**config.mk**
```make
export PLATFORM = sky130hd
export DESIGN_NAME = led_bar_graph_fade
export DESIGN_NICKNAME = d
export VERILOG_FILES = /design/src/lbgf_pkg.sv /design/src/led_bar_graph_fade.sv
export VERILOG_INCLUDE_DIRS = /design/src /design/src/src
export SDC_FILE = /design/constraint.sdc
export NUM_CORES = 1
export LEC_CHECK = 0
export BUFFER_PORTS_ARGS = -buffer_cell sky130_fd_sc_hd__buf_2
export CAP_MARGIN = 20
export CORE_ASPECT_RATIO = 1.75
export CORE_MARGIN = 2
export CORE_UTILIZATION = 30
export DETAILED_ROUTE_END_ITERATION = 12
export PLACE_DENSITY = 0.52
export SLEW_MARGIN = 0
export SYNTH_ARGS = -nofsm -noshare
export SYNTH_HDL_FRONTEND = slang
export SYNTH_SLANG_ARGS = --single-unit
```
**constraint.sdc**
```tcl
create_clock -name aclk -period 7.8 [get_ports aclk]
set_input_delay 0.78 -clock aclk [delete_from_list [all_inputs] [get_ports aclk]]
set_output_delay 0.78 -clock aclk [all_outputs]
set_load 0.05 [all_outputs]
```
**src/led_bar_graph_fade_assert.svh**
```systemverilog
// Assertion macros for the LED bar graph fade block.
// No dependencies; expects aclk and aresetn in the including scope.
`ifndef LED_BAR_GRAPH_FADE_ASSERT_SVH
`define LED_BAR_GRAPH_FADE_ASSERT_SVH

// consequent in the same cycle
`define LBGF_ASSERT_NOW(lbl, ante, cons) \
    lbl: assert property (@(posedge aclk) disable iff (!aresetn) (ante) |-> (cons)) \
        else $error("led bar graph fade: assertion failed");

// consequent in the following cycle
`define LBGF_ASSERT_NEXT(lbl, ante, cons) \
    lbl: assert property (@(posedge aclk) disable iff (!aresetn) (ante) |=> (cons)) \
        else $error("led bar graph fade: assertion failed");

`endif

```
**src/lbgf_pkg.sv**
```systemverilog
// Shared types, register indices and channel arithmetic for the LED bar graph fade block.
// No dependencies.
package lbgf_pkg;

    typedef enum logic [1:0] {
        ST_IDLE,
        ST_PREP,
        ST_RUN
    } lbgf_state_t;

    typedef enum logic [1:0] {
        REG_COLOR_BAR0 = 2'd0,
        REG_COLOR_BAR1 = 2'd1,
        REG_FADE_STEP  = 2'd2
    } lbgf_reg_t;

    localparam int CHAN_W  = 8;
    localparam int GRB_W   = 24;
    localparam int INDEX_W = 6;
    localparam int ROUND_BIAS = 127;

    // one 8-bit channel: rise toward target and clamp, or decay to zero
    function automatic logic [CHAN_W-1:0] chan_update(
        input logic [CHAN_W-1:0] c,
        input logic [CHAN_W-1:0] t,
        input logic [CHAN_W-1:0] step,
        input logic              lit
    );
        logic [CHAN_W:0] sum;
        logic [CHAN_W-1:0] res;
        sum = {1'b0, c} + {1'b0, step};
        if (lit) begin
            res = (sum <= {1'b0, t}) ? sum[CHAN_W-1:0] : t;
        end else begin
            res = (c >= step) ? c - step : '0;
        end
        return res;
    endfunction

    function automatic logic [GRB_W-1:0] word_update(
        input logic [GRB_W-1:0]  w,
        input logic [GRB_W-1:0]  t,
        input logic [CHAN_W-1:0] step,
        input logic              lit
    );
        logic [GRB_W-1:0] res;
        for (int i = 0; i < GRB_W / CHAN_W; i++) begin
            res[i*CHAN_W +: CHAN_W] = chan_update(w[i*CHAN_W +: CHAN_W],
                                                  t[i*CHAN_W +: CHAN_W], step, lit);
        end
        return res;
    endfunction

endpackage

```
**src/led_bar_graph_fade.sv**
```systemverilog
// LED bar graph fade, top level: frame control, pixel memory and result register.
// Depends on lbgf_pkg and led_bar_graph_fade_assert.svh.
//
// Each accepted request names a bar and a load byte and yields PIXELS pixel results,
// index 0 upward, the final one flagged by m_last. The lit count is
// round(load*PIXELS/255); bar 0 lights from the bottom, bar 1 from the top. A frame
// first takes the request, then forms the lit count, then reads the first pixel, and then
// does one read-modify-write of the pixel memory per cycle through its single read port,
// unless back-pressure on the output holds it. One frame is worked on at a time; the next
// request is taken as soon as the final result sits in the output register. Pixel
// memory entries read as zero until first written, so no clearing pass follows reset.
// Configuration writes are always taken and act from the next cycle, including on a
// frame in progress, so make them only while no frame is being worked on.
`include "led_bar_graph_fade_assert.svh"

module led_bar_graph_fade
    import lbgf_pkg::*;
#(
    parameter int PIXELS = 13
) (
    input  logic               aclk,
    input  logic               aresetn,

    input  logic               s_valid,
    output logic               s_ready,
    input  logic               s_bar,
    input  logic [7:0]         s_load,

    output logic               m_valid,
    input  logic               m_ready,
    output logic [INDEX_W-1:0] m_pixel_index,
    output logic [GRB_W-1:0]   m_pixel_grb,
    output logic               m_last,

    input  logic               cfg_valid,
    output logic               cfg_ready,
    input  logic [1:0]         cfg_index,
    input  logic [GRB_W-1:0]   cfg_data
);

    localparam int IDX_W   = (PIXELS > 1) ? $clog2(PIXELS) : 1;
    localparam int CNT_W   = $clog2(PIXELS + 1);
    localparam int CMP_W   = CNT_W + 1;
    localparam int PROD_W  = 8 + CNT_W;
    localparam int Q_W     = PROD_W + 1;
    localparam int DEPTH   = 2 * PIXELS;
    localparam int ADDR_W  = $clog2(DEPTH);

    lbgf_state_t state_reg, state_next;

    logic [GRB_W-1:0]  color0_reg, color0_next;
    logic [GRB_W-1:0]  color1_reg, color1_next;
    logic [CHAN_W-1:0] step_reg, step_next;

    logic              bar_reg, bar_next;
    logic [PROD_W-1:0] prod_reg, prod_next;
    logic [CNT_W-1:0]  count_reg, count_next;
    logic [IDX_W-1:0]  rd_ptr_reg, rd_ptr_next;
    logic              rd_more_reg, rd_more_next;
    logic [IDX_W-1:0]  cur_ptr_reg, cur_ptr_next;
    logic              inflight_reg, inflight_next;

    logic               m_valid_reg, m_valid_next;
    logic [INDEX_W-1:0] idx_reg, idx_next;
    logic [GRB_W-1:0]   grb_reg, grb_next;
    logic               last_reg, last_next;

    logic [GRB_W-1:0] pixel_mem [DEPTH];
    logic [DEPTH-1:0] written_reg, written_next;
    logic [GRB_W-1:0] mem_q_reg;
    logic             hit_reg;

    logic              accept;
    logic              run;
    logic              out_free;
    logic              consume;
    logic              rd_en;
    logic              finish;
    logic [ADDR_W-1:0] rd_addr;
    logic [ADDR_W-1:0] wr_addr;
    logic [Q_W-1:0]    q_x1;
    logic [Q_W-1:0]    q_sum;
    logic              lit;
    logic [GRB_W-1:0]  old_word;
    logic [GRB_W-1:0]  new_word;
    logic [CMP_W-1:0]  ptr_ext;
    logic [CMP_W-1:0]  cnt_ext;

    // FSM next state
    always_comb begin
        state_next = state_reg;
        case (state_reg)
            ST_IDLE: if (accept) state_next = ST_PREP;
            ST_PREP: state_next = ST_RUN;
            ST_RUN:  if (finish) state_next = ST_IDLE;
            default: state_next = ST_IDLE;
        endcase
    end

    // FSM outputs
    always_comb begin
        s_ready = 1'b0;
        run     = 1'b0;
        case (state_reg)
            ST_IDLE: s_ready = 1'b1;
            ST_PREP: ;
            ST_RUN:  run = 1'b1;
            default: ;
        endcase
    end

    assign cfg_ready = 1'b1;
    assign accept    = s_valid && s_ready;
    assign out_free  = !m_valid_reg || m_ready;
    assign consume   = run && inflight_reg && out_free;
    assign rd_en     = run && rd_more_reg && (!inflight_reg || consume);
    assign finish    = consume && (cur_ptr_reg == IDX_W'(PIXELS - 1));

    assign rd_addr = bar_reg ? ADDR_W'(PIXELS) + ADDR_W'(rd_ptr_reg) : ADDR_W'(rd_ptr_reg);
    assign wr_addr = bar_reg ? ADDR_W'(PIXELS) + ADDR_W'(cur_ptr_reg) : ADDR_W'(cur_ptr_reg);

    // x/255 for x below 2^16: (x+1 + ((x+1)>>8)) >> 8, x = load*PIXELS + 127
    assign q_x1  = Q_W'(prod_reg) + Q_W'(ROUND_BIAS + 1);
    assign q_sum = q_x1 + (q_x1 >> 8);

    assign ptr_ext  = CMP_W'(cur_ptr_reg);
    assign cnt_ext  = CMP_W'(count_reg);
    assign lit      = bar_reg ? (ptr_ext + cnt_ext >= CMP_W'(PIXELS)) : (ptr_ext < cnt_ext);
    assign old_word = hit_reg ? mem_q_reg : '0;
    assign new_word = word_update(old_word, bar_reg ? color1_reg : color0_reg, step_reg, lit);

    always_comb begin
        color0_next = color0_reg;
        color1_next = color1_reg;
        step_next   = step_reg;
        if (cfg_valid && cfg_ready) begin
            case (cfg_index)
                REG_COLOR_BAR0: color0_next = cfg_data;
                REG_COLOR_BAR1: color1_next = cfg_data;
                REG_FADE_STEP:  step_next   = cfg_data[CHAN_W-1:0];
                default: ;
            endcase
        end
    end

    always_comb begin
        bar_next      = bar_reg;
        prod_next     = prod_reg;
        count_next    = count_reg;
        rd_ptr_next   = rd_ptr_reg;
        rd_more_next  = rd_more_reg;
        cur_ptr_next  = cur_ptr_reg;
        inflight_next = inflight_reg;
        if (accept) begin
            bar_next  = s_bar;
            prod_next = PROD_W'(s_load) * PROD_W'(PIXELS);
        end
        if (state_reg == ST_PREP) begin
            count_next    = q_sum[8 +: CNT_W];
            rd_ptr_next   = '0;
            rd_more_next  = 1'b1;
            inflight_next = 1'b0;
        end
        if (rd_en) begin
            cur_ptr_next  = rd_ptr_reg;
            inflight_next = 1'b1;
            rd_ptr_next   = rd_ptr_reg + 1'b1;
            rd_more_next  = (rd_ptr_reg != IDX_W'(PIXELS - 1));
        end else if (consume) begin
            inflight_next = 1'b0;
        end
    end

    always_comb begin
        m_valid_next = m_valid_reg;
        idx_next     = idx_reg;
        grb_next     = grb_reg;
        last_next    = last_reg;
        written_next = written_reg;
        if (consume) begin
            m_valid_next          = 1'b1;
            idx_next              = INDEX_W'(cur_ptr_reg);
            grb_next              = new_word;
            last_next             = (cur_ptr_reg == IDX_W'(PIXELS - 1));
            written_next[wr_addr] = 1'b1;
        end else if (m_ready) begin
            m_valid_next = 1'b0;
        end
    end

    always_ff @(posedge aclk) begin
        if (!aresetn) begin
            state_reg    <= ST_IDLE;
            color0_reg   <= GRB_W'(24'h0000FF);
            color1_reg   <= GRB_W'(24'h00FF00);
            step_reg     <= CHAN_W'(4);
            rd_more_reg  <= 1'b0;
            inflight_reg <= 1'b0;
            m_valid_reg  <= 1'b0;
            written_reg  <= '0;
        end else begin
            state_reg    <= state_next;
            color0_reg   <= color0_next;
            color1_reg   <= color1_next;
            step_reg     <= step_next;
            rd_more_reg  <= rd_more_next;
            inflight_reg <= inflight_next;
            m_valid_reg  <= m_valid_next;
            written_reg  <= written_next;
        end
    end

    always_ff @(posedge aclk) begin
        bar_reg     <= bar_next;
        prod_reg    <= prod_next;
        count_reg   <= count_next;
        rd_ptr_reg  <= rd_ptr_next;
        cur_ptr_reg <= cur_ptr_next;
        idx_reg     <= idx_next;
        grb_reg     <= grb_next;
        last_reg    <= last_next;
    end

    // pixel memory: one write, one registered read; frames never overlap on an entry
    always_ff @(posedge aclk) begin
        if (consume) begin
            pixel_mem[wr_addr] <= new_word;
        end
        if (rd_en) begin
            mem_q_reg <= pixel_mem[rd_addr];
            hit_reg   <= written_reg[rd_addr];
        end
    end

    assign m_valid       = m_valid_reg;
    assign m_pixel_index = idx_reg;
    assign m_pixel_grb   = grb_reg;
    assign m_last        = last_reg;

    `LBGF_ASSERT_NEXT(a_hold_on_stall, inflight_reg && !out_free,
                      inflight_reg && $stable(cur_ptr_reg) && $stable(mem_q_reg))
    `LBGF_ASSERT_NEXT(a_finish_idle, finish, (state_reg == ST_IDLE) && m_valid && m_last)
    `LBGF_ASSERT_NOW(a_no_stray_read, state_reg != ST_RUN, !inflight_reg && !rd_en)
    `LBGF_ASSERT_NOW(a_addr_range, rd_en, rd_addr < ADDR_W'(DEPTH))

endmodule
```
# Yosys cells after proc, flatten, opt, wreduce, memory -nomap -nowiden
# Memory sizes are Yosys's and may differ from the RTL's. A register that Yosys moved wholly into a read port is not among the register bits.
# Cells that the tools add are included.
# word_totals
ff_bits	142
latchBits	0
mem_bits_rw	624
mem_bits_ro	0
out_inout_bits	34
word_cells	105
n_memories	1
# op_classes
add_sub_neg	12
mul	1
div_mod_pow	0
order_cmp	11
eq_ne	8
shift	0
n_mux	34
n_bitwise	1
n_reduce_logical	20
# mem_list
name	depth	word_bits	rd	rd_clocked_by_memory_dff	write_ports	line	source
pixel_mem	26	24	1	1	1	led_bar_graph_fade.sv:68	logic [GRB_W-1:0] pixel_mem [DEPTH];
# op_table
cell	count
$mux W8	9
$mux W24	2
$add A8 B8 Y9	3
$le A9 B8 Y1	3
$or A26 B26 Y26	1
$ge A8 B8 Y1	3
$sub A8 B8 Y8	3
$mux W1	14
$add A12 B8 Y13 const B	1
$add A12 B5 Y12	1
$lt A5 B6 Y1 const B	2
$mul A8 B4 Y12 const B	1
$add A4 B4 Y5 const A	2
$mux W5	2
$mux W4	2
$reduce_and A2 Y1	4
$logic_and A1 B1 Y1	7
$pmux W2 S3	1
$add A4 B4 Y5	1
$bmux W1 S5	1
$demux W1 S5	1
$ge A5 B1 Y1 const B	1
$ge A5 B4 Y1 const B	1
$add A4 B1 Y4 const B	1
12 further kinds	20

# Logic depth before layout (Yosys ltp)
# depth
word_depth	7
mapped_depth	28
depth_no_buf	20

# Worst setup path before layout
# Ideal clock, no wire load.
# synth_timing
path_type	register to register
startpoint	register hit_reg
endpoint	register grb_reg[20] (netlist: m_pixel_grb[20]), data pin
setup_ns	0.433
t_arrival_ns	5.922
setup_slack_ns	1.444
stages_incl_launch_ff	26
path_cell_list	edfxtp_1 buf_6 buf_6 buf_8 buf_6 buf_6 buf_2 clkbuf_1 nand2_1 inv_1 ha_1 ha_1 a31oi_1 nor2b_1 maj3_1 o21ai_1 o21a_1 xor2_1 ha_1 or4_1 o32a_1 a21oi_1 o31ai_2 buf_4 and2_1 o32ai_1
# synth_via
elab_chain_len	5
# synth_rtl
element	line	source
start, declared	led_bar_graph_fade.sv:71	logic hit_reg;
start signal, assigned	led_bar_graph_fade.sv:231	hit_reg <= written_reg[rd_addr];
$mux W24 *	led_bar_graph_fade.sv:129	assign old_word = hit_reg ? mem_q_reg : '0;
$add A8 B8 Y9	lbgf_pkg.sv:31	sum = {1'b0, c} + {1'b0, step};
$le A9 B8 Y1	lbgf_pkg.sv:33	res = (sum <= {1'b0, t}) ? sum[CHAN_W-1:0] : t;
$mux W8	lbgf_pkg.sv:33	
$mux W8 *	lbgf_pkg.sv:32	if (lit) begin
named net new_word[20]	led_bar_graph_fade.sv:85	logic [GRB_W-1:0] new_word;
end signal, assigned	led_bar_graph_fade.sv:220	grb_reg <= grb_next;
end, declared	led_bar_graph_fade.sv:65	logic [GRB_W-1:0] grb_reg, grb_next;
# The timed path passes the listed nets; every way through them passes the cells marked *.
# A chain may end at the register's enable or synchronous reset.

# Worst setup path in the final report
# layout_timing
startpoint	register hit_reg
endpoint	memory pixel_mem[24][23], data pin
# layout_via
elab_chain_len	5
# layout_rtl
element	line
$mux W24 *	led_bar_graph_fade.sv:129
$add A8 B8 Y9	lbgf_pkg.sv:31
$le A9 B8 Y1	lbgf_pkg.sv:33
$mux W8	lbgf_pkg.sv:33
$mux W8 *	lbgf_pkg.sv:32
named net new_word[23]	led_bar_graph_fade.sv:85
end, declared	led_bar_graph_fade.sv:68
# Marks and branches as above.

==> summary.txt <==
CTS
  • Cts repair resizes: 0
  • CTS Buffer Depth: 3
  • Clk_lat worst skew: between 0.6 and 0.7 ns
  • CTS Hold Bufs: 0
  • Postcts setup bufs: 0
  • Root Buffer: clkbuf_16
  • Worst-path clk slew: 0.07 ns
  • H-tree levels: 3
  • CTS buffer count: 69
  • Clk sinks: between 700 and 800
  • CTS tree: done

Setup path
  • Setup crit end kind: register
  • Worst EP required: about 8.1 ns
  • Buf+Inv Stages, Crit Path: 2
  • Reg-to-Reg Start: hit_reg
  • Slowest CP cell: o22ai_2
  • Reg-to-reg slack, setup: between 2 and 2.5 ns
  • Crit-path most repeated cell: ha_1
  • Arrival @ worst endpoint: roughly 6.0 ns
  • Type of origin of the critical path: register
  • Setup CP Type: register to register
  • CP max stage delay: approximately 0.82 ns
  • Worst r2r dst: pixel_mem[24][23]
  • Crit-path cells: buf_4 > nand2_1 > xnor2_1 > inv_1 > ha_1 > a31oi_1 > nor2b_1 > maj3_1 > o21ai_1 > o21a_1 > xor2_1 > ha_1 > or4_1 > o32a_1 > a21oi_1 > o31ai_2 > a21o_1 > o22ai_2
  • Reg2Reg Depth: 18
  • Crit path max-delay family: compound AO/OA/AOI/OAI gates
  • Crit path max fanout: 32

Global route
  • Vias in the first global route: about 22,000
  • Antenna violations before repair: 2
  • Total gr overflow: 0
  • First-pass GRT wire length: ~150 mm
  • Total track usage: 0.169
  • Largest net degree at the start of global routing: slightly below 90

Place
  • I/O Buffers: 70
  • DP Wirelength: 63.9 mm
  • Gpl congestion: between 0.9 and 1

Yosys
  • Count leader, synth: edfxtp_1
  • Seq/Total Area, Yosys: 0.651
  • Synth cell types: 97
  • Syn Inst Count: roughly 2,400
  • Yosys top cell area share: 0.601
  • Top cells by area, synth: edfxtp_1 (60%), mux4_2 (9.6%), dfxtp_1 (5.0%), nand2_1 (3.8%), ha_1 (3.3%)
  • Synth area leader: edfxtp_1
  • Post-synthesis cell area: between 30,000 and 40,000 um2
  • Post-synth top cells: edfxtp_1 (703), nand2_1 (360), mux4_2 (150)
  • Average size of a mapped cell: 14.4 um2
  • Async SR Flop Fraction: 0
  • YS warnings: 0
  • EDFF count, synth: approximately 700
  • Flop and latch count out of synthesis: 790
  • Top_reg_cell synth: edfxtp_1

Die
  • Die Area: between 100,000 and 150,000 um2
  • Row count: around 170
  • Die Width: 263 um
  • Initial Util: 0.301
  • Core area: 117,000 um2
  • # IOs: between 70 and 80
  • DIE HEIGHT: 457 um

Routing
  • Wirelength per Cell: approximately 25 um
  • Final antenna-violating net count: 0
  • Top routing layer in use: met4
  • Detailed-route vias per instance: roughly 5.1
  • Wirelength, routed: ~100 mm
  • # DRC: 0
  • 1st-pass router iterations: 6
  • Met2 wire length: ~58 mm
  • Via count: about 21,000
  • DR iter-0 viols: about 1,400
  • Met3 Routed Length: 4.56 mm
  • M1 wire length: roughly 36 mm

Hold path
  • Hold Startpoint: s_bar
  • Hold Path Stages: 1
  • Worst hold path class: input pin to register
  • Worst Hold End: bar_reg

Layout
  • Max reg flops: 624
  • Fraction of layout cells with a size suffix above 1: 0.188
  • Area grow syn2layout: 14.2%
  • Fin nets: roughly 2,600

Pwr
  • P_leak: 13.6 nW
  • Worst IR Drop VDD: 0.000140 V
  • Pwr dens: 238 nW/um2
  • Pwr Total: about 0.0095 W

Timing
  • Worst clock skew: ~0.029 ns
  • Fin. Hold Viols: 0
  • Final Cycle Share: 0.737
  • Setup TNS: 0 ns
  • Relative slew slack: 0.256
  • Fin crit period: 5.75 ns
  • Setup violations, final: 0
  • RSZ-0062 raised after global routing: false
  • Slew Limit Fails: 0
  • Achievable Freq: approximately 0.17 GHz
  • Worst Max-Slew Pin Slew: 1.11 ns

Run status
  • Status: completed

Job
  • Max-cap viol count: 0
[how the worst max path moves through the flow]
stage                        from                 to  slack [ns]  cells past startpoint
after floorplan           hit_reg    m_pixel_grb[20]        1.44                     25
after global placement    hit_reg   pixel_mem[7][18]        2.25                     18
after detailed placement  hit_reg   pixel_mem[4][23]        2.14                     18
after CTS                 hit_reg  pixel_mem[24][23]        2.07                     18
after global routing      hit_reg    m_pixel_grb[18]        1.69                     18
final                     hit_reg  pixel_mem[24][23]        2.05                     18
[layout by cell type (no fill, tap or decap), drive strengths merged, types with 14 or more instances in the layout]
cell and count:
nand2 362, o32ai 14, xor2 21, and2 28, a21boi 37, dfxtp 87, a21oi 90, ha 92
mux2i 30, mux4 150, nor2 106, clkinv 24, o21ai 57, a21o 15, nor2b 23, inv 79
nor3 19, nand3 122, edfxtp 703, o211ai 14, clkbuf 92, buf 140, xnor2 49, o21a 34
[cell type report]
class / count / area, um2
Inverter: 75 / 282
Clock buffer: 90 / 1920
Clock inverter: 36 / 302
Timing Repair Buffer: 142 / 1040
Multi-Input combinational cell: 1430 / 11800
Sequential cell: 790 / 22900
Antenna cell: 1 / 2.50
Tap cell: 1512 / 1890
Fill cell: 11100 / 76400
[routing by layer]
layer,global-route usage,vias to the layer above
met1,0.176,10900
met3,0.0183,185
met5,0,-
met2,0.336,626
li1,-,9296
met4,0.0760,0
[metrics by stage]
stage	hold WS, ns	cells	util	cell area [um2]	worst slack (ns)
after floorplan	0.424	2434	-	35100	1.44
after global placement	0.441	3940	0.323	37700	2.25
after detailed placement	0.450	3942	0.323	37700	2.14
after CTS	0.275	4068	0.343	39900	2.07
after global routing	0.281	4076	0.344	40100	1.69
final	0.315	4076	0.344	40100	2.05
[cells by family (layout without fill, tap and decap cells)]
family / count (synthesis) / count (layout) / share of synthesized area
fa+ha+maj: 106 / 106 / 0.0386
buf+inv: 214 / 343 / 0.0265
mux: 184 / 184 / 0.106
simple gates: 715 / 715 / 0.0903
xor+xnor: 70 / 70 / 0.0175
flops: 790 / 790 / 0.651
compound gates: 352 / 352 / 0.0700
other cells: 2 / 4 / 0.000214
[report_power, final]
| part | total (W) | switching [W] | internal [W] |
|---|---|---|---|
| sequential | 0.00485 | 0.0000249 | 0.00482 |
| combinational | 0.00127 | 0.000825 | 0.000442 |
| clock | 0.00342 | 0.00159 | 0.00184 |
No activity file was read; power rests on OpenSTA's default activity.
